--- src/rtl/nnis_pkg.sv ---
// shared types and constants of the nearest-neighbor image scaler
package nnis_pkg;

    localparam int MAX_WIDTH   = 256;
    localparam int MAX_HEIGHT  = 256;
    localparam int STORE_DEPTH = MAX_WIDTH * MAX_HEIGHT;
    localparam int ADDR_W      = $clog2(STORE_DEPTH);
    localparam int DIM_W       = 9;
    localparam int CRD_W       = 8;
    localparam int PIX_W       = 32;
    localparam int FRAME_W     = ADDR_W + 1;
    localparam int REG_ADDR_W  = 4;
    localparam int QDEPTH      = 4;
    localparam int QPTR_W      = $clog2(QDEPTH);

    typedef enum logic [1:0] {
        REG_SRC_WIDTH     = 2'd0,
        REG_SRC_HEIGHT    = 2'd1,
        REG_DST_WIDTH     = 2'd2,
        REG_CHANNEL_COUNT = 2'd3
    } t_reg_idx;

    typedef enum logic {
        OP_LOAD = 1'b0,
        OP_EMIT = 1'b1
    } t_op;

    // frame geometry, recomputed after every register write
    typedef struct packed {
        logic [DIM_W-1:0]   src_width;
        logic [DIM_W-1:0]   dst_width;
        logic [DIM_W-1:0]   dest_height;
        logic [FRAME_W-1:0] frame;
        logic [DIM_W-1:0]   wdiv;
        logic [CRD_W-1:0]   wmod;
        logic [CRD_W-1:0]   winit_q;
        logic [CRD_W-1:0]   winit_r;
        logic [DIM_W-1:0]   hdiv;
        logic [CRD_W-1:0]   hmod;
        logic [CRD_W-1:0]   hinit_q;
        logic [CRD_W-1:0]   hinit_r;
        logic               alpha_en;
    } t_geom;

    typedef struct packed {
        logic busy;
        logic restart;
    } t_setup_stat;

    typedef struct packed {
        t_op               op;
        logic [ADDR_W-1:0] addr;
        logic [PIX_W-1:0]  data;
        logic [CRD_W-1:0]  col;
        logic [CRD_W-1:0]  row;
        logic              last;
    } t_qent;

endpackage

--- src/rtl/nnis_fifo.sv ---
// short command queue between the front and back parts
module nnis_fifo import nnis_pkg::*; (
    input  logic  i_clk,
    input  logic  i_rst_n,
    input  logic  i_push,
    input  t_qent i_data,
    input  logic  i_pop,
    output t_qent o_data,
    output logic  o_valid,
    output logic  o_full
);

    t_qent             r_mem [QDEPTH];
    logic [QPTR_W-1:0] r_wr_ptr;
    logic [QPTR_W-1:0] r_rd_ptr;
    logic [QPTR_W:0]   r_count;

    logic do_push;
    logic do_pop;

    assign o_full  = (r_count == (QPTR_W+1)'(QDEPTH));
    assign o_valid = (r_count != '0);
    assign o_data  = r_mem[r_rd_ptr];
    assign do_push = i_push & ~o_full;
    assign do_pop  = i_pop & o_valid;

    always_ff @(posedge i_clk) begin
        if (do_push) begin
            r_mem[r_wr_ptr] <= i_data;
        end
    end

    always_ff @(posedge i_clk) begin
        if (!i_rst_n) begin
            r_wr_ptr <= '0;
            r_rd_ptr <= '0;
            r_count  <= '0;
        end else begin
            if (do_push) begin
                r_wr_ptr <= r_wr_ptr + QPTR_W'(1);
            end
            if (do_pop) begin
                r_rd_ptr <= r_rd_ptr + QPTR_W'(1);
            end
            if (do_push && !do_pop) begin
                r_count <= r_count + (QPTR_W+1)'(1);
            end else if (do_pop && !do_push) begin
                r_count <= r_count - (QPTR_W+1)'(1);
            end
        end
    end

endmodule

--- config.mk ---
export PLATFORM = sky130hd
export DESIGN_NAME = nnis_fifo
export DESIGN_NICKNAME = d
export VERILOG_FILES = /design/src/rtl/nnis_pkg.sv /design/src/rtl/nnis_fifo.sv
export SDC_FILE = /design/constraint.sdc
export NUM_CORES = 1
export LEC_CHECK = 0
export BUFFER_PORTS_ARGS = -buffer_cell sky130_fd_sc_hd__buf_2
export CORE_MARGIN = 2
export CORE_UTILIZATION = 47
export CTS_BUF_LIST = sky130_fd_sc_hd__clkbuf_8
export DETAILED_ROUTE_END_ITERATION = 8
export PLACE_DENSITY = 0.77
export SLEW_MARGIN = 15
export SYNTH_ARGS = -nofsm -noshare
export SYNTH_HDL_FRONTEND = slang
export SYNTH_SLANG_ARGS = --single-unit
--- constraint.sdc ---
create_clock -name i_clk -period 2.7 [get_ports i_clk]
set_input_delay 0.27 -clock i_clk [delete_from_list [all_inputs] [get_ports i_clk]]
set_output_delay 0.27 -clock i_clk [all_outputs]
set_load 0.01 [all_outputs]
==> results.ini <==
[logic_synthesis]
yosys.area.top_type = edfxtp_1
synth_most_common_cell = edfxtp_1
synth-xor-area-share_pct = 0.350
yosysSeqAreaShare_pct = 81.1
synthCells = 392
synth_area_mm2 = 0.0100
async_flop_share_pct = 0
synth_top_family_by_area = multiplexers
synth-seq-cells = 273
yosysWarnings = 0
synthTopCellsByArea = edfxtp_1 (79%), mux4_2 (15%), dfxtp_1 (1.8%)
synth_compound_gate_area_share_pct = 0.338
synth_mux_area_share_pct = 15.2
yosysTopAreaCellShare_pct = 79.3
synthSimpleGateAreaFrac_pct = 1.03
synthAdderAreaFrac_pct = 0.826
synth_cell_type_count = 22
syn_avg_cell_area_um2 = 25.5
synth_top_flop_cell = edfxtp_1
yosys-top-cells-count = edfxtp_1 (264), mux4_2 (66), dfxtp_1 (9)
syn_nets = 468
synth_edf_count = 264

[placed_design]
place_area_mm2 = 0.0111
port_buffers = 137
gp_congestion = 0.689
place.detailed.hpwl_um = 11000

[setup_path]
rr_startpoint = r_count[0]$_SDFFE_PN0P_
critPathKind = register to output pin
worstPathMaxFanout = 31
critPathCaptureType = output pin
start_kind = register
cp.arrival_ns = 2.18
critPathRequiredTime_ns = 2.43

[clocking]
clock_path_buffers = 3
htree_levels = 2
clkSlewWorstSetupHoldPaths_ns = 0.06
clkLatencyLatePin_ns = 0.51
post-cts-setup-buffer-count = 0
cts.sinks = 273
cts_tree = yes
cts_buffers = 42
ctsRootBufferMaster = clkbuf_8

[detailed_routing]
drt-initial-drc-count = 325
wl_per_cell_um = 19.8
wl_um = 18600
dr_total_vias = 4863
drt_pass1_iterations = 4
final_antenna_net_count = 0
drc_errors = 0
viasPerCell = 5.18

[timing]
finClkSkew_ns = 0.0121
hold_viol_final = 0
finalCritPeriodShare_pct = 90.9
fin_crit_ns = 2.45
worst_pin_slew_ns = 0.608
rsz0062_at_grt = false
final_max_slew_viol_count = 0
setup_viol = 0
holdWs_ns = 0.109
slew-limit-headroom_pct = 59.5
tns_ns = 0
fmax_mhz = 407

[power_and_ir_drop]
p_leak_uw = 0.00430
max-vdd-ir-drop_mv = 0.557
power_density_mw_per_mm2 = 880

[hold_path]
hp-start = i_rst_n
min_path_type = primary input to register

[job]
max_cap_viol_count = 0

[die]
rows = 53
die_h_um = 150
dieArea_mm2 = 0.0225
die_x_um = 150
initial_utilization_pct = 47.7
core_mm2 = 0.0210
ios = 138

[status]
status = finished, final reports clean

[final_layout]
num_antenna_cells = 0
layout-area-overhead-vs-synth_pct = 24.9
postLayoutCellArea_mm2 = 0.0125
finalCoreUtilization_pct = 59.6
nets = 707
fillers = 1548
drive_gt1_share_pct = 40.1

[global_routing]
grt_pass1_vias = 5267
grt_pass1_wl_um = 28000
grt_max_degree = 47
antenna_found_initial = 0
grt-ovfl-total = 0
grt_use_total_pct = 16.6

## metal layers
layer	global-route usage (%)	part of all wire [%]
met1	20.6	41
met2	28.5	51
met3	4.33	5.6
met4	5.90	2.2
met5	0	0
## power breakdown
part | internal (µW) | switching (µW)
clock | 1570 | 1430
combinational | 1340 | 1250
sequential | 5150 | 247
total | 8060 | 2930
## critical path, stage by stage, from the launching register on
cell	delay [ns]
dfxtp_4	0.58
buf_12	0.31
mux4_2	0.58
buf_2	0.16
## kinds of logic after synthesis
group	Yosys count
multiplexers	69
adder cells (fa/ha/maj)	6
flip-flops	273
AO/OA/AOI/OAI	4
buffers and inverters	19
XOR/XNOR	4
AND/OR/NAND/NOR	17
## worst paths after layout
check	endpoint	cells after the start	slack (ns)
max	o_data[48]	3	0.25
min	r_count[2]$_SDFFE_PN0P_	2	0.11
max reg2reg	r_count[2]$_SDFFE_PN0P_	9	0.46
min reg2reg	r_wr_ptr[1]$_SDFFE_PN0P_	2	0.51
## state kept, by name, indices dropped and copies added (netlist names), named ones only
name and count:
r_rd_ptr 2, r_mem 264, r_wr_ptr 2, r_count 3
## layout by cell type, fill, tap and decap left out, types with 2 or more instances in the layout
master	instances
and2_1	4
and2_4	4
buf_12	7
buf_2	137
clkbuf_8	43
clkinv_1	13
clkinv_2	2
dfxtp_1	7
dfxtp_4	2
dlygate4sd3_1	66
edfxtp_1	264
ha_1	5
inv_1	19
mux2i_1	3
mux4_2	66
nand2_1	4
nor2b_1	2
or3_1	2
xnor2_1	3
## through the flow
stage                     instances  power, µW  setup slack [ns]
final                           938      11000             0.245
after global routing            938      11500            0.0885
after CTS                       938      11200             0.155
after detailed placement        796       8050             0.465
after global placement          796       7960             0.602
after floorplan                 392       7090             0.601
## what timing repair did
action                     in CTS  in global routing
hold buffers                   66                  0
resized for setup               0                  0
setup endpoints to repair       0                  0
hold endpoints to repair      264                  0
## layout make-up
type,instances,area (µm²),share of cell area [%]
Clock inverter,33,156,1.25
Clock buffer,43,592,4.74
Tap cell,275,344,2.75
Sequential cell,273,8120,65.0
Multi-Input combinational cell,100,1780,14.3
Inverter,3,11.3,0.0901
Timing Repair Buffer,211,1490,12.0
(Power assumes the default switching activity.)
