## config.mk

```make
export PLATFORM = sky130hd
export DESIGN_NAME = nnis_front
export DESIGN_NICKNAME = d
export VERILOG_FILES = /design/src/rtl/nnis_pkg.sv /design/src/rtl/nnis_front.sv
export SDC_FILE = /design/constraint.sdc
export NUM_CORES = 1
export LEC_CHECK = 0
export BUFFER_PORTS_ARGS = -buffer_cell sky130_fd_sc_hd__buf_4
export CORE_AREA = 2 2 139 141
export DETAILED_ROUTE_END_ITERATION = 8
export DIE_AREA = 0 0 141 143
export GPL_TIMING_DRIVEN = 0
export PLACE_DENSITY = 0.73
export SLEW_MARGIN = 20
export SYNTH_ARGS = -nofsm -noshare
export SYNTH_HDL_FRONTEND = slang
export SYNTH_SLANG_ARGS = --single-unit
```

## constraint.sdc

```tcl
create_clock -name i_clk -period 5.8 [get_ports i_clk]
set_input_delay 0 -clock i_clk [delete_from_list [all_inputs] [get_ports i_clk]]
set_output_delay 0 -clock i_clk [all_outputs]
set_load 0.05 [all_outputs]
```

## src/rtl/nnis_pkg.sv

```systemverilog
// shared types and constants of the nearest-neighbor image scaler
package nnis_pkg;

    localparam int MAX_WIDTH   = 256;
    localparam int MAX_HEIGHT  = 256;
    localparam int STORE_DEPTH = MAX_WIDTH * MAX_HEIGHT;
    localparam int ADDR_W      = $clog2(STORE_DEPTH);
    localparam int DIM_W       = 9;
    localparam int CRD_W       = 8;
    localparam int PIX_W       = 32;
    localparam int FRAME_W     = ADDR_W + 1;
    localparam int REG_ADDR_W  = 4;
    localparam int QDEPTH      = 4;
    localparam int QPTR_W      = $clog2(QDEPTH);

    typedef enum logic [1:0] {
        REG_SRC_WIDTH     = 2'd0,
        REG_SRC_HEIGHT    = 2'd1,
        REG_DST_WIDTH     = 2'd2,
        REG_CHANNEL_COUNT = 2'd3
    } t_reg_idx;

    typedef enum logic {
        OP_LOAD = 1'b0,
        OP_EMIT = 1'b1
    } t_op;

    // frame geometry, recomputed after every register write
    typedef struct packed {
        logic [DIM_W-1:0]   src_width;
        logic [DIM_W-1:0]   dst_width;
        logic [DIM_W-1:0]   dest_height;
        logic [FRAME_W-1:0] frame;
        logic [DIM_W-1:0]   wdiv;
        logic [CRD_W-1:0]   wmod;
        logic [CRD_W-1:0]   winit_q;
        logic [CRD_W-1:0]   winit_r;
        logic [DIM_W-1:0]   hdiv;
        logic [CRD_W-1:0]   hmod;
        logic [CRD_W-1:0]   hinit_q;
        logic [CRD_W-1:0]   hinit_r;
        logic               alpha_en;
    } t_geom;

    typedef struct packed {
        logic busy;
        logic restart;
    } t_setup_stat;

    typedef struct packed {
        t_op               op;
        logic [ADDR_W-1:0] addr;
        logic [PIX_W-1:0]  data;
        logic [CRD_W-1:0]  col;
        logic [CRD_W-1:0]  row;
        logic              last;
    } t_qent;

endpackage

```

## src/rtl/nnis_front.sv

```systemverilog
// input side: accepts beats, keeps load and emit cursors, maps emits to store addresses
module nnis_front import nnis_pkg::*; (
    input  logic             i_clk,
    input  logic             i_rst_n,
    input  logic             i_valid,
    output logic             o_stall,
    input  logic             i_operation,
    input  logic [PIX_W-1:0] i_pixel,
    input  t_geom            i_geom,
    input  t_setup_stat      i_stat,
    input  logic             i_q_full,
    output logic             o_push,
    output t_qent            o_push_data
);

    logic [ADDR_W-1:0] r_lp;
    logic [CRD_W-1:0]  r_col;
    logic [CRD_W-1:0]  r_line;
    logic [CRD_W-1:0]  r_sc_q;
    logic [CRD_W-1:0]  r_sc_r;
    logic [CRD_W-1:0]  r_sr_q;
    logic [CRD_W-1:0]  r_sr_r;

    logic               accept;
    logic               is_emit;
    logic               has_rows;
    logic               col_last;
    logic               line_last;
    logic [DIM_W-1:0]   col_sum;
    logic               col_wrap;
    logic [CRD_W-1:0]   n_sc_q;
    logic [CRD_W-1:0]   n_sc_r;
    logic [DIM_W-1:0]   row_sum;
    logic               row_wrap;
    logic [CRD_W-1:0]   n_sr_q;
    logic [CRD_W-1:0]   n_sr_r;
    logic [FRAME_W-1:0] lp_inc;
    logic [FRAME_W-1:0] row_base;
    logic [ADDR_W-1:0]  emit_addr;

    assign o_stall  = i_q_full | i_stat.busy;
    assign accept   = i_valid & ~o_stall;
    assign is_emit  = (t_op'(i_operation) == OP_EMIT);
    assign has_rows = (i_geom.dest_height != '0);
    assign o_push   = accept & (~is_emit | has_rows);

    assign col_last  = ({1'b0, r_col} + DIM_W'(1)) == i_geom.dst_width;
    assign line_last = ({1'b0, r_line} + DIM_W'(1)) == i_geom.dest_height;

    // source column and row follow by quotient and remainder steps
    always_comb begin
        col_sum  = {1'b0, r_sc_r} + {1'b0, i_geom.wmod};
        col_wrap = col_sum >= i_geom.dst_width;
        n_sc_r   = col_wrap ? CRD_W'(col_sum - i_geom.dst_width) : col_sum[CRD_W-1:0];
        n_sc_q   = CRD_W'({1'b0, r_sc_q} + i_geom.wdiv + DIM_W'(col_wrap));
        row_sum  = {1'b0, r_sr_r} + {1'b0, i_geom.hmod};
        row_wrap = row_sum >= i_geom.dest_height;
        n_sr_r   = row_wrap ? CRD_W'(row_sum - i_geom.dest_height) : row_sum[CRD_W-1:0];
        n_sr_q   = CRD_W'({1'b0, r_sr_q} + i_geom.hdiv + DIM_W'(row_wrap));
    end

    assign lp_inc    = {1'b0, r_lp} + FRAME_W'(1);
    assign row_base  = FRAME_W'(r_sr_q) * FRAME_W'(i_geom.src_width);
    assign emit_addr = row_base[ADDR_W-1:0] + ADDR_W'(r_sc_q);

    always_comb begin
        o_push_data.op   = is_emit ? OP_EMIT : OP_LOAD;
        o_push_data.addr = is_emit ? emit_addr : r_lp;
        o_push_data.data = i_pixel;
        o_push_data.col  = r_col;
        o_push_data.row  = r_line;
        o_push_data.last = col_last & line_last;
    end

    always_ff @(posedge i_clk) begin
        if (!i_rst_n) begin
            r_lp   <= '0;
            r_col  <= '0;
            r_line <= '0;
            r_sc_q <= '0;
            r_sc_r <= '0;
            r_sr_q <= '0;
            r_sr_r <= '0;
        end else if (i_stat.restart) begin
            r_lp   <= '0;
            r_col  <= '0;
            r_line <= '0;
            r_sc_q <= i_geom.winit_q;
            r_sc_r <= i_geom.winit_r;
            r_sr_q <= i_geom.hinit_q;
            r_sr_r <= i_geom.hinit_r;
        end else if (accept) begin
            if (!is_emit) begin
                r_lp <= (lp_inc >= i_geom.frame) ? '0 : lp_inc[ADDR_W-1:0];
            end else if (has_rows) begin
                if (col_last) begin
                    r_col  <= '0;
                    r_sc_q <= i_geom.winit_q;
                    r_sc_r <= i_geom.winit_r;
                    if (line_last) begin
                        r_line <= '0;
                        r_sr_q <= i_geom.hinit_q;
                        r_sr_r <= i_geom.hinit_r;
                    end else begin
                        r_line <= r_line + CRD_W'(1);
                        r_sr_q <= n_sr_q;
                        r_sr_r <= n_sr_r;
                    end
                end else begin
                    r_col  <= r_col + CRD_W'(1);
                    r_sc_q <= n_sc_q;
                    r_sc_r <= n_sc_r;
                end
            end
        end
    end

endmodule

```

==> results.toml <==
[run_status]
outcome = "completed"

[yosys]
synth_flop_cell = "dfxtp_1"
synth_seq_cells = 64
synth_edf_count = 0
yosys.cell_types.count = 67
yosysTopAreaCell = "dfxtp_1"
yosysTopAreaCellShare = 0.142
async_reset_ff_frac = 0
ys_top_cells_by_area = "dfxtp_1 14%, ha_1 14%, fa_1 13%, inv_1 6.2%, xnor2_1 5.1%"
syn_area_per_cell_um2 = 7.91
syn_inst = 1141
ys_seq_area_frac = 0.142
mappedNetlistNets = 1450
syn-cell-area_um2 = 9030
yosysWarnings = 0

[clock_network]
cts_tree = "built"
cts_buffers = 9
clk_path_buf_depth = 2
clk_pin_slew_ns = 0.06
clock-sinks = 64
cts_max_level = 3
post_cts_buffers = 0
cts_root_buf = "clkbuf_16"
cts_resized = 0
cts_hold_buffers = 27
clock_latency_ns = 0.34

[worst_setup_path]
reg2regPathDepth = 21
endpoint = "o_push_data[63]"
r2r_start = "r_sr_r[0]"
cp_max_fo = 10
worstSetupEndpointType = "output port"
startpoint = "r_sr_q[1]"
cpPeakStageDelay_ns = 0.56
cp_cell_sequence = "clkbuf_1 > nand2_1 > fa_1 > inv_1 > fa_1 > inv_1 > fa_1 > fa_1 > inv_1 > ha_1 > nand2_1 > o21ai_0 > o41a_1 > a41oi_1 > a21oi_1 > xor2_1 > mux2_2 > buf_4"
cp.required_ns = 5.80
crit_slowest_cell = "fa_1"
start_kind = "flip-flop"
critical_path_class = "flip-flop to output port"
crit_path_frequent_cell = "fa_1"
reg2reg_slack_ns = 0.56
arrival_ns = 5.44
regToRegEndpoint = "r_sr_q[6]"

[timing]
setup_viol = 0
finalWorstSetupSlack_ns = 0.365
fin_crit_sh = 0.937
finalHoldViolCount = 0
rsz0062_at_grt = "false"
slew_headroom = 0.416
slew_violations = 0
tightest_slew_ns = 0.865
finalSetupTns_ns = 0
maxClockFrequency_mhz = 184
holdWs_ns = 0.00960
period_minus_slack_ns = 5.44
clock_skew_ns = 0.0141

[finish]
drive_gt1_frac = 0.195
syn2layout_area_growth_pct = 24.6
diodes = 0
layout.nets = 1668
final_area_um2 = 11200
final_cells = 1598

[global_routing]
grt_max_degree = 14
grt_pass1_wl_um = 40300
grt_pass1_vias = 8232
antenna_found_initial = 0
track_usage = 0.247
grt-busiest-layer = "met2"
use_met1 = 0.351
grt_use_met2 = 0.398
grt_overflow = 0
grt_use_met3 = 0.0359

[placement]
gp_congestion = 0.993
numPortBuffers = 180
placed_cells = 1555
place_worst_setup_slack_ns = 0.744
dpl_cell_area_um2 = 10700
dp.final_hpwl_um = 20100

[routing]
routedWlPerCell_um = 15.5
drtIter0Drc = 382
drc_errors = 0
postRouteAntennaNets = 0
vias = 8768
vias_per_cell = 5.49
first_pass_iters = 5
finalWirelength_um = 24800

[power]
irDropWorstVdd_v = 0.000150
power_density_nw_per_um2 = 219
leakagePower_nw = 5.51

[worst_hold_path]
hold_depth = 3
min_path_type = "primary input to flip-flop"

[floorplan]
start_util = 0.486
core_area_um2 = 18600
chipWidth_um = 141
rows = 50
die-height_um = 143
dieArea_um2 = 20200
io_pins = 218

[flow_run]
max-cap-violations = 0
[layout make-up]
cell class | count | area [um^2]
tap | 234 | 293
clock buffer | 9 | 225
inverter | 151 | 567
clock inverter | 7 | 77.6
timing repair buffer | 207 | 1620
fill | 1701 | 7340
sequential | 64 | 1280
multi-input combinational | 852 | 6750
buffer | 74 | 425
[Yosys cell counts, types with 36 or more instances]
| library cell | instances |
|---|---|
| ha_1 | 102 |
| a21oi_1 | 52 |
| xnor2_1 | 53 |
| buf_4 | 36 |
| dfxtp_1 | 64 |
| nand3_1 | 49 |
| fa_1 | 57 |
| and2_1 | 38 |
| nor2_1 | 61 |
| inv_1 | 149 |
| nand2_1 | 90 |
| o21ai_0 | 39 |
[metal layers]
metal,up-vias,routed length [um]
li1,4344,-
met1,4125,11800
met2,271,11100
met3,28,1450
met4,0,401
met5,-,0
[critical path: cells and delay by family, from the launching register on]
kind	cells	cell delay, ns
multiplexers	1	0.26
AO/OA/AOI/OAI	4	0.91
AND/OR/NAND/NOR	2	0.23
XOR/XNOR	1	0.16
adder cells (fa/ha/maj)	5	2.41
buffers and inverters	5	0.77
flip-flops	1	0.36
[cells by family after synthesis]
family / share of synthesized area
simple gates: 0.200
flops: 0.142
xor+xnor: 0.0737
fa+ha+maj: 0.268
compound gates: 0.172
buf+inv: 0.110
mux: 0.0349
[power breakdown]
part | switching (mW) | internal [mW] | total, mW
clock | 0.238 | 0.337 | 0.575
combinational | 0.835 | 0.585 | 1.42
sequential | 0.0128 | 0.457 | 0.470
total | 1.09 | 1.38 | 2.46
[worst min path at each step]
stage,from,endpoint,slack [ns]
6_report,i_geom[6],r_sr_r[5],0.01
3_5_place_dp,i_pixel[2],o_push_data[19],0.25
2_1_floorplan,i_rst_n,r_sr_q[6],0.15
3_3_place_gp,i_pixel[2],o_push_data[19],0.25
4_1_cts,i_geom[6],r_sr_r[5],0.004
5_1_grt,i_geom[6],r_sr_r[5],0.0003
[stage by stage]
step            util  power [mW]
6_report       0.605        2.46
3_3_place_gp   0.574        1.86
5_1_grt        0.605        2.66
3_5_place_dp   0.574        1.87
2_1_floorplan      -        1.51
4_1_cts        0.605        2.47
[state kept, by name, indices dropped and copies added, names as in the netlist]
name and flops:
r_sr_r 8, r_sr_q 8, r_line 8, r_lp 16
r_col 8, r_sc_r 8, r_sc_q 8
[layout by cell type (no fill, tap or decap), drive strengths merged, types with 11 or more instances in the layout]
cell         instances
nor2                62
o21ai               45
inv                151
nand3               49
and3                16
mux2                12
xor2                23
nand4               11
a22oi               15
nor3                25
mux2i               18
xnor2               53
dlygate4sd3         27
ha                 102
clkbuf              35
a21oi               53
dfxtp               64
and2                38
fa                  57
a31oi               29
nand2               90
a21o                14
buf                228
Note: power is estimated with default switching activity, not from simulation.
