`src/rtl/nnis_pkg.sv`:
```
// shared types and constants of the nearest-neighbor image scaler
package nnis_pkg;

    localparam int MAX_WIDTH   = 256;
    localparam int MAX_HEIGHT  = 256;
    localparam int STORE_DEPTH = MAX_WIDTH * MAX_HEIGHT;
    localparam int ADDR_W      = $clog2(STORE_DEPTH);
    localparam int DIM_W       = 9;
    localparam int CRD_W       = 8;
    localparam int PIX_W       = 32;
    localparam int FRAME_W     = ADDR_W + 1;
    localparam int REG_ADDR_W  = 4;
    localparam int QDEPTH      = 4;
    localparam int QPTR_W      = $clog2(QDEPTH);

    typedef enum logic [1:0] {
        REG_SRC_WIDTH     = 2'd0,
        REG_SRC_HEIGHT    = 2'd1,
        REG_DST_WIDTH     = 2'd2,
        REG_CHANNEL_COUNT = 2'd3
    } t_reg_idx;

    typedef enum logic {
        OP_LOAD = 1'b0,
        OP_EMIT = 1'b1
    } t_op;

    // frame geometry, recomputed after every register write
    typedef struct packed {
        logic [DIM_W-1:0]   src_width;
        logic [DIM_W-1:0]   dst_width;
        logic [DIM_W-1:0]   dest_height;
        logic [FRAME_W-1:0] frame;
        logic [DIM_W-1:0]   wdiv;
        logic [CRD_W-1:0]   wmod;
        logic [CRD_W-1:0]   winit_q;
        logic [CRD_W-1:0]   winit_r;
        logic [DIM_W-1:0]   hdiv;
        logic [CRD_W-1:0]   hmod;
        logic [CRD_W-1:0]   hinit_q;
        logic [CRD_W-1:0]   hinit_r;
        logic               alpha_en;
    } t_geom;

    typedef struct packed {
        logic busy;
        logic restart;
    } t_setup_stat;

    typedef struct packed {
        t_op               op;
        logic [ADDR_W-1:0] addr;
        logic [PIX_W-1:0]  data;
        logic [CRD_W-1:0]  col;
        logic [CRD_W-1:0]  row;
        logic              last;
    } t_qent;

endpackage

```
`src/rtl/nnis_setup.sv`:
```
// configuration registers and iterative divider that derives the frame geometry
module nnis_setup import nnis_pkg::*; (
    input  logic                  i_clk,
    input  logic                  i_rst_n,
    input  logic                  psel,
    input  logic                  penable,
    input  logic                  pwrite,
    input  logic [REG_ADDR_W-1:0] paddr,
    input  logic [31:0]           pwdata,
    output logic [31:0]           prdata,
    output logic                  pready,
    output t_geom                 o_geom,
    output t_setup_stat           o_stat
);

    typedef enum logic [5:0] {
        ST_IDLE  = 6'b000001,
        ST_DH    = 6'b000010,
        ST_WDIV  = 6'b000100,
        ST_WINIT = 6'b001000,
        ST_HDIV  = 6'b010000,
        ST_HINIT = 6'b100000
    } t_state;

    localparam logic [4:0] LAST_STEP = 5'(FRAME_W - 1);

    function automatic logic [DIM_W-1:0] clamp_dim(input logic [DIM_W-1:0] v,
                                                   input logic [DIM_W-1:0] maxv);
        logic [DIM_W-1:0] res;
        if (v == '0) begin
            res = DIM_W'(1);
        end else if (v > maxv) begin
            res = maxv;
        end else begin
            res = v;
        end
        return res;
    endfunction

    t_state             r_state;
    logic               r_load;
    logic               r_done;
    logic [4:0]         r_cnt;
    logic [DIM_W-1:0]   r_rem;
    logic [FRAME_W-1:0] r_quo;
    logic [DIM_W-1:0]   r_divisor;
    logic [DIM_W-1:0]   r_sw;
    logic [DIM_W-1:0]   r_sh;
    logic [DIM_W-1:0]   r_dw;
    logic [2:0]         r_chan;
    t_geom              r_geom;

    logic                 wr;
    logic [DIM_W:0]       t;
    logic                 ge;
    logic [DIM_W-1:0]     n_rem;
    logic [FRAME_W-1:0]   n_quo;
    logic [2*DIM_W-1:0]   prod_dh;
    logic [2*DIM_W-1:0]   prod_frame;
    logic [FRAME_W-1:0]   op_dividend;
    logic [DIM_W-1:0]     op_divisor;

    assign pready = 1'b1;
    assign wr     = psel & penable & pwrite;

    always_comb begin
        unique case (t_reg_idx'(paddr[3:2]))
            REG_SRC_WIDTH:     prdata = {23'b0, r_sw};
            REG_SRC_HEIGHT:    prdata = {23'b0, r_sh};
            REG_DST_WIDTH:     prdata = {23'b0, r_dw};
            REG_CHANNEL_COUNT: prdata = {29'b0, r_chan};
        endcase
    end

    // one restoring step per cycle
    always_comb begin
        t     = {r_rem, r_quo[FRAME_W-1]};
        ge    = t >= {1'b0, r_divisor};
        n_rem = ge ? DIM_W'(t - {1'b0, r_divisor}) : t[DIM_W-1:0];
        n_quo = {r_quo[FRAME_W-2:0], ge};
    end

    assign prod_dh    = (2*DIM_W)'(r_dw) * (2*DIM_W)'(r_sh);
    assign prod_frame = (2*DIM_W)'(r_sw) * (2*DIM_W)'(r_sh);

    always_comb begin
        unique case (r_state)
            ST_DH: begin
                op_dividend = prod_dh[FRAME_W-1:0];
                op_divisor  = r_sw;
            end
            ST_WDIV: begin
                op_dividend = FRAME_W'(r_sw);
                op_divisor  = r_dw;
            end
            ST_WINIT: begin
                op_dividend = FRAME_W'(r_sw - DIM_W'(1));
                op_divisor  = r_dw;
            end
            ST_HDIV: begin
                op_dividend = FRAME_W'(r_sh);
                op_divisor  = r_geom.dest_height;
            end
            ST_HINIT: begin
                op_dividend = FRAME_W'(r_sh - DIM_W'(1));
                op_divisor  = r_geom.dest_height;
            end
            default: begin
                op_dividend = '0;
                op_divisor  = '0;
            end
        endcase
    end

    always_ff @(posedge i_clk) begin
        if (!i_rst_n) begin
            r_state              <= ST_IDLE;
            r_load               <= 1'b0;
            r_done               <= 1'b0;
            r_cnt                <= '0;
            r_sw                 <= DIM_W'(1);
            r_sh                 <= DIM_W'(1);
            r_dw                 <= DIM_W'(1);
            r_chan               <= 3'd3;
            r_geom.src_width     <= DIM_W'(1);
            r_geom.dst_width     <= DIM_W'(1);
            r_geom.dest_height   <= DIM_W'(1);
            r_geom.frame         <= FRAME_W'(1);
            r_geom.wdiv          <= DIM_W'(1);
            r_geom.wmod          <= '0;
            r_geom.winit_q       <= '0;
            r_geom.winit_r       <= '0;
            r_geom.hdiv          <= DIM_W'(1);
            r_geom.hmod          <= '0;
            r_geom.hinit_q       <= '0;
            r_geom.hinit_r       <= '0;
            r_geom.alpha_en      <= 1'b0;
        end else begin
            r_done <= 1'b0;
            if (wr) begin
                unique case (t_reg_idx'(paddr[3:2]))
                    REG_SRC_WIDTH:
                        r_sw <= clamp_dim(pwdata[DIM_W-1:0], DIM_W'(MAX_WIDTH));
                    REG_SRC_HEIGHT:
                        r_sh <= clamp_dim(pwdata[DIM_W-1:0], DIM_W'(MAX_HEIGHT));
                    REG_DST_WIDTH:
                        r_dw <= clamp_dim(pwdata[DIM_W-1:0], DIM_W'(MAX_WIDTH));
                    REG_CHANNEL_COUNT:
                        r_chan <= pwdata[2:0];
                endcase
                r_state <= ST_DH;
                r_load  <= 1'b1;
            end else if (r_state != ST_IDLE) begin
                if (r_load) begin
                    r_load    <= 1'b0;
                    r_cnt     <= LAST_STEP;
                    r_rem     <= '0;
                    r_quo     <= op_dividend;
                    r_divisor <= op_divisor;
                    if (r_state == ST_DH) begin
                        r_geom.frame     <= prod_frame[FRAME_W-1:0];
                        r_geom.src_width <= r_sw;
                        r_geom.dst_width <= r_dw;
                        r_geom.alpha_en  <= (r_chan == 3'd4);
                    end
                end else begin
                    r_rem <= n_rem;
                    r_quo <= n_quo;
                    if (r_cnt == '0) begin
                        r_load <= 1'b1;
                        unique case (r_state)
                            ST_DH: begin
                                // clamp to the store height
                                r_geom.dest_height <= (n_quo > FRAME_W'(MAX_HEIGHT)) ?
                                    DIM_W'(MAX_HEIGHT) : n_quo[DIM_W-1:0];
                                r_state <= ST_WDIV;
                            end
                            ST_WDIV: begin
                                r_geom.wdiv <= n_quo[DIM_W-1:0];
                                r_geom.wmod <= n_rem[CRD_W-1:0];
                                r_state     <= ST_WINIT;
                            end
                            ST_WINIT: begin
                                r_geom.winit_q <= n_quo[CRD_W-1:0];
                                r_geom.winit_r <= n_rem[CRD_W-1:0];
                                r_state        <= ST_HDIV;
                            end
                            ST_HDIV: begin
                                r_geom.hdiv <= n_quo[DIM_W-1:0];
                                r_geom.hmod <= n_rem[CRD_W-1:0];
                                r_state     <= ST_HINIT;
                            end
                            ST_HINIT: begin
                                r_geom.hinit_q <= n_quo[CRD_W-1:0];
                                r_geom.hinit_r <= n_rem[CRD_W-1:0];
                                r_state        <= ST_IDLE;
                                r_load         <= 1'b0;
                                r_done         <= 1'b1;
                            end
                            default: r_state <= ST_IDLE;
                        endcase
                    end else begin
                        r_cnt <= r_cnt - 5'd1;
                    end
                end
            end
        end
    end

    assign o_geom         = r_geom;
    assign o_stat.busy    = (r_state != ST_IDLE) | r_done;
    assign o_stat.restart = r_done;

endmodule

```
`config.mk`:
```
export PLATFORM = sky130hd
export DESIGN_NAME = nnis_setup
export DESIGN_NICKNAME = d
export VERILOG_FILES = /design/src/rtl/nnis_pkg.sv /design/src/rtl/nnis_setup.sv
export SDC_FILE = /design/constraint.sdc
export NUM_CORES = 1
export LEC_CHECK = 0
export BUFFER_PORTS_ARGS = -buffer_cell sky130_fd_sc_hd__buf_2
export CAP_MARGIN = 20
export CORE_MARGIN = 4
export CORE_UTILIZATION = 55
export CTS_BUF_LIST = sky130_fd_sc_hd__clkbuf_8
export CTS_CLUSTER_SIZE = 28
export DETAILED_ROUTE_END_ITERATION = 7
export GPL_ROUTABILITY_DRIVEN = 0
export PLACE_DENSITY = 0.77
export REMOVE_ABC_BUFFERS = 1
export SYNTH_ARGS = -nofsm -noshare
export SYNTH_HDL_FRONTEND = slang
export SYNTH_SLANG_ARGS = --single-unit
```
`constraint.sdc`:
```
create_clock -name i_clk -period 8.8 [get_ports i_clk]
set_input_delay 0.88 -clock i_clk [delete_from_list [all_inputs] [get_ports i_clk]]
set_output_delay 0.88 -clock i_clk [all_outputs]
set_load 0.03 [all_outputs]
```
==> impl_metrics.sql <==
INSERT INTO impl_metrics (metric_group, metric, value, unit) VALUES
('worst_setup_path', 'crit_type', 'register to register', ''),
('worst_setup_path', 'crit_start', 'r_sh[6]', ''),
('synthesis', 'yosys_register_bits', '189', ''),
('cells_and_area', 'antenna_cells_inserted', '0', ''),
('detailed_routing', 'detail_route.drc_violations', '0', ''),
('detailed_routing', 'drt_wl_total', '35600', 'µm'),
('floorplan', 'start_util', '0.561', ''),
('power_and_ir_drop', 'power.share.clock', '0.383', ''),
('worst_hold_path', 'worstHoldStart', 'o_geom[74]', ''),
('synthesis', 'synthDistinctLibCells', '71', ''),
('grt', 'global_route_wire_length_before_repair', '58600', 'µm'),
('power_and_ir_drop', 'combinational_power_share', '0.094', ''),
('detailed_routing', 'post_drt_wl_per_cell', '17.7', 'µm'),
('floorplan', 'floorplan.die.height', '166', 'µm'),
('synthesis', 'synth.largest_area_cell', 'dfxtp_1', ''),
('clocking', 'h-tree-depth', '4', ''),
('cells_and_area', 'syn2layout_area_growth', '8.14', '%'),
('worst_setup_path', 'critPathRequiredTime', '9.04', 'ns'),
('floorplan', 'area_of_the_die', '27500', 'µm²'),
('synthesis', 'yosysSeqAreaShare', '0.302', ''),
('sta', 'fin_crit', '5.54', 'ns'),
('power_and_ir_drop', 'seq_power_share', '0.523', ''),
('synthesis', 'synth_cells', '1613', ''),
('sta', 'relSlewSlack', '0.296', ''),
('worst_setup_path', 'logic_depth_of_the_worst_register_to_register_path', '15', ''),
('synthesis', 'synthesis.area', '13700', 'µm²'),
('worst_setup_path', 'critPathCapture', 'r_quo[16]', ''),
('detailed_routing', 'drt_iter0_drc', '1129', ''),
('grt', 'groute.usage.overall', '0.257', ''),
('clocking', 'worst_setup_hold_path_clk_slew', '0.12', 'ns'),
('worst_setup_path', 'worst_flop_to_flop_path_startpoint', 'r_sh[6]', ''),
('detailed_routing', 'avgViaCountPerCell', '5.80', ''),
('floorplan', 'std_cell_rows', '57', ''),
('floorplan', 'ioPinCount', '187', ''),
('floorplan', 'chipWidth', '166', 'µm'),
('clocking', 'clock_sink_count', '189', ''),
('power_and_ir_drop', 'ir_worst_vdd', '0.133', 'mV'),
('clocking', 'cts-hold-fix-buffers', '0', ''),
('power_and_ir_drop', 'sw_frac_of_total', '0.322', ''),
('grt', 'first_global_vias', '11490', ''),
('sta', 'fmax', '181', 'MHz'),
('worst_setup_path', 'regToRegSetupSlack', '3.26', 'ns'),
('clocking', 'number_of_clock_buffers_inserted_by_tritoncts', '17', ''),
('worst_setup_path', 'crit_path_end_kind', 'register', ''),
('sta', 'final-hold-violation-count', '0', ''),
('clocking', 'tritoncts', 'done', ''),
('worst_hold_path', 'timing.hold.worst.class', 'register to register', ''),
('sta', 'final.period_utilization', '0.629', ''),
('synthesis', 'yosysWarnings', '0', ''),
('clocking', 'ctsLongestPathBuffers', '2', ''),
('clocking', 'post-cts-setup-buffers', '0', ''),
('grt', 'antenna_violations_before_repair', '0', ''),
('clocking', 'clock_tree.root_cell', 'clkbuf_8', ''),
('sta', 'timing.final.setup_violations', '0', ''),
('sta', 'totalNegativeSetupSlack', '0', 'ns'),
('cells_and_area', 'finish.net_count', '1902', ''),
('synthesis', 'synth-edff-count', '35', ''),
('synthesis', 'avg_synthesized_cell_area', '8.48', 'µm²'),
('sta', 'timing.final.max_slew_violations', '0', ''),
('power_and_ir_drop', 'cell_internal_pwr', '1180', 'µW'),
('sta', 'rsz_0062_raised_after_global_routing', 'false', ''),
('synthesis', 'synth_ff_type', 'dfxtp_1', ''),
('status', 'outcome', 'finished clean', ''),
('flow_run', 'max_cap_viol_count', '0', ''),
('synthesis', 'ys_async_sr_fraction', '0', ''),
('worst_setup_path', 'crit_fanout', '24', ''),
('detailed_routing', 'antenna_violating_nets_post_route', '0', ''),
('sta', 'clock_skew', '0.0222', 'ns'),
('power_and_ir_drop', 'cellLeakagePower', '0.00672', 'µW'),
('place', 'hpwlAfterDp', '24900', 'µm'),
('worst_setup_path', 'critical_path.reg2reg.endpoint', 'r_quo[16]', '');
-- Yosys cell counts, types with 5 or more instances --
cell type / count
mux2i_1: 25
ha_1: 85
a31oi_1: 11
or4_1: 9
xnor2_1: 18
and2_1: 76
o21a_1: 13
a21o_1: 9
a222oi_1: 11
or3_1: 6
nor2b_1: 13
nor3_1: 16
buf_2: 19
o221ai_1: 5
fa_1: 99
buf_4: 28
o31a_1: 5
nand3_1: 26
nor2_1: 90
dfxtp_1: 154
and3_1: 6
xor2_1: 10
edfxtp_1: 35
inv_1: 169
nor4_1: 11
a21oi_1: 126
o31ai_1: 5
nand2_1: 285
o211ai_1: 11
a211oi_1: 17
nand2b_1: 6
clkbuf_1: 76
o21ai_0: 57
-- placed cells by master, fill, tap and decap left out, types with 24 or more instances in the layout --
| cell | n |
|---|---|
| o21ai_0 | 57 |
| fa_1 | 99 |
| nand3_1 | 26 |
| nand2_1 | 285 |
| conb_1 | 24 |
| inv_1 | 168 |
| and2_1 | 76 |
| ha_1 | 85 |
| dfxtp_1 | 154 |
| buf_2 | 137 |
| edfxtp_1 | 35 |
| mux2i_1 | 25 |
| a21oi_1 | 126 |
| nor2_1 | 89 |
-- per-layer routing --
metal,share of wire,vias to the layer above,global-route usage
met5,0,-,0
met1,0.42,5603,0.341
met2,0.47,546,0.433
li1,-,5449,-
met3,0.090,83,0.0465
met4,0.026,0,0.0750
-- state kept, by name, indices dropped and copies added, names as in the netlist --
name and flops:
r_sh 9, r_quo 17, r_rem 9, r_dw 9, r_sw 9, r_cnt 5, r_load 1, o_geom 111
r_done 1, r_chan 3, r_divisor 9, r_state 6
-- through the flow --
| step | utilization | setup slack [ns] | cell area (µm²) | std cells | total power (µW) |
|---|---|---|---|---|---|
| floorplan | - | 4.00 | 13100 | 1506 | 1040 |
| CTS | 0.605 | 3.30 | 14800 | 2012 | 1750 |
| global placement | 0.587 | 3.43 | 14300 | 1980 | 1090 |
| global route | 0.606 | 2.94 | 14800 | 2014 | 1800 |
| detailed placement | 0.587 | 3.33 | 14300 | 1980 | 1090 |
| finish | 0.606 | 3.26 | 14800 | 2014 | 1740 |
-- kinds of logic (layout without fill, tap and decap cells) --
| family | count (synthesis) | count (layout) | synth area share |
|---|---|---|---|
| buf+inv | 298 | 353 | 0.0934 |
| simple gates | 572 | 572 | 0.198 |
| flops | 189 | 189 | 0.302 |
| compound gates | 310 | 310 | 0.141 |
| other cells | 2 | 24 | 0.000549 |
| xor+xnor | 28 | 28 | 0.0179 |
| mux | 30 | 30 | 0.0249 |
| fa+ha+maj | 184 | 184 | 0.223 |
-- area by class of cell --
class | instances | area, µm²
fill | 2123 | 9600
multi-input combinational | 1148 | 8350
sequential | 189 | 4130
timing repair buffer | 152 | 806
inverter | 169 | 636
tap | 324 | 405
clock buffer | 17 | 234
clock inverter | 15 | 225
-- how the worst min path moves through the flow --
stage                        to  depth (start not counted)
finish               o_geom[74]                          2
global placement     o_geom[64]                          2
global route         o_geom[74]                          2
floorplan              r_cnt[4]                          1
detailed placement  o_geom[108]                          2
CTS                  o_geom[64]                          2
-- worst max-delay path: stages (launching register included) --
cell	delay [ns]
dfxtp_1	1.04
nand2_1	0.16
fa_1	0.50
fa_1	0.55
inv_1	0.06
fa_1	0.52
inv_1	0.06
fa_1	0.53
inv_1	0.04
ha_1	0.34
o21a_1	0.15
a2111oi_0	0.49
nor2_1	0.18
a311oi_1	0.38
xnor2_1	0.16
o221ai_1	0.11
-- power groups by stage --
stage / Combinational (µW) / Sequential, µW / Clock [µW]
2_1_floorplan: 110 / 929 / 0
3_3_place_gp: 157 / 930 / 0
3_5_place_dp: 161 / 930 / 0
4_1_cts: 162 / 911 / 677
5_1_grt: 180 / 913 / 711
6_report: 165 / 912 / 668
No activity file was read; power rests on OpenSTA's default activity.
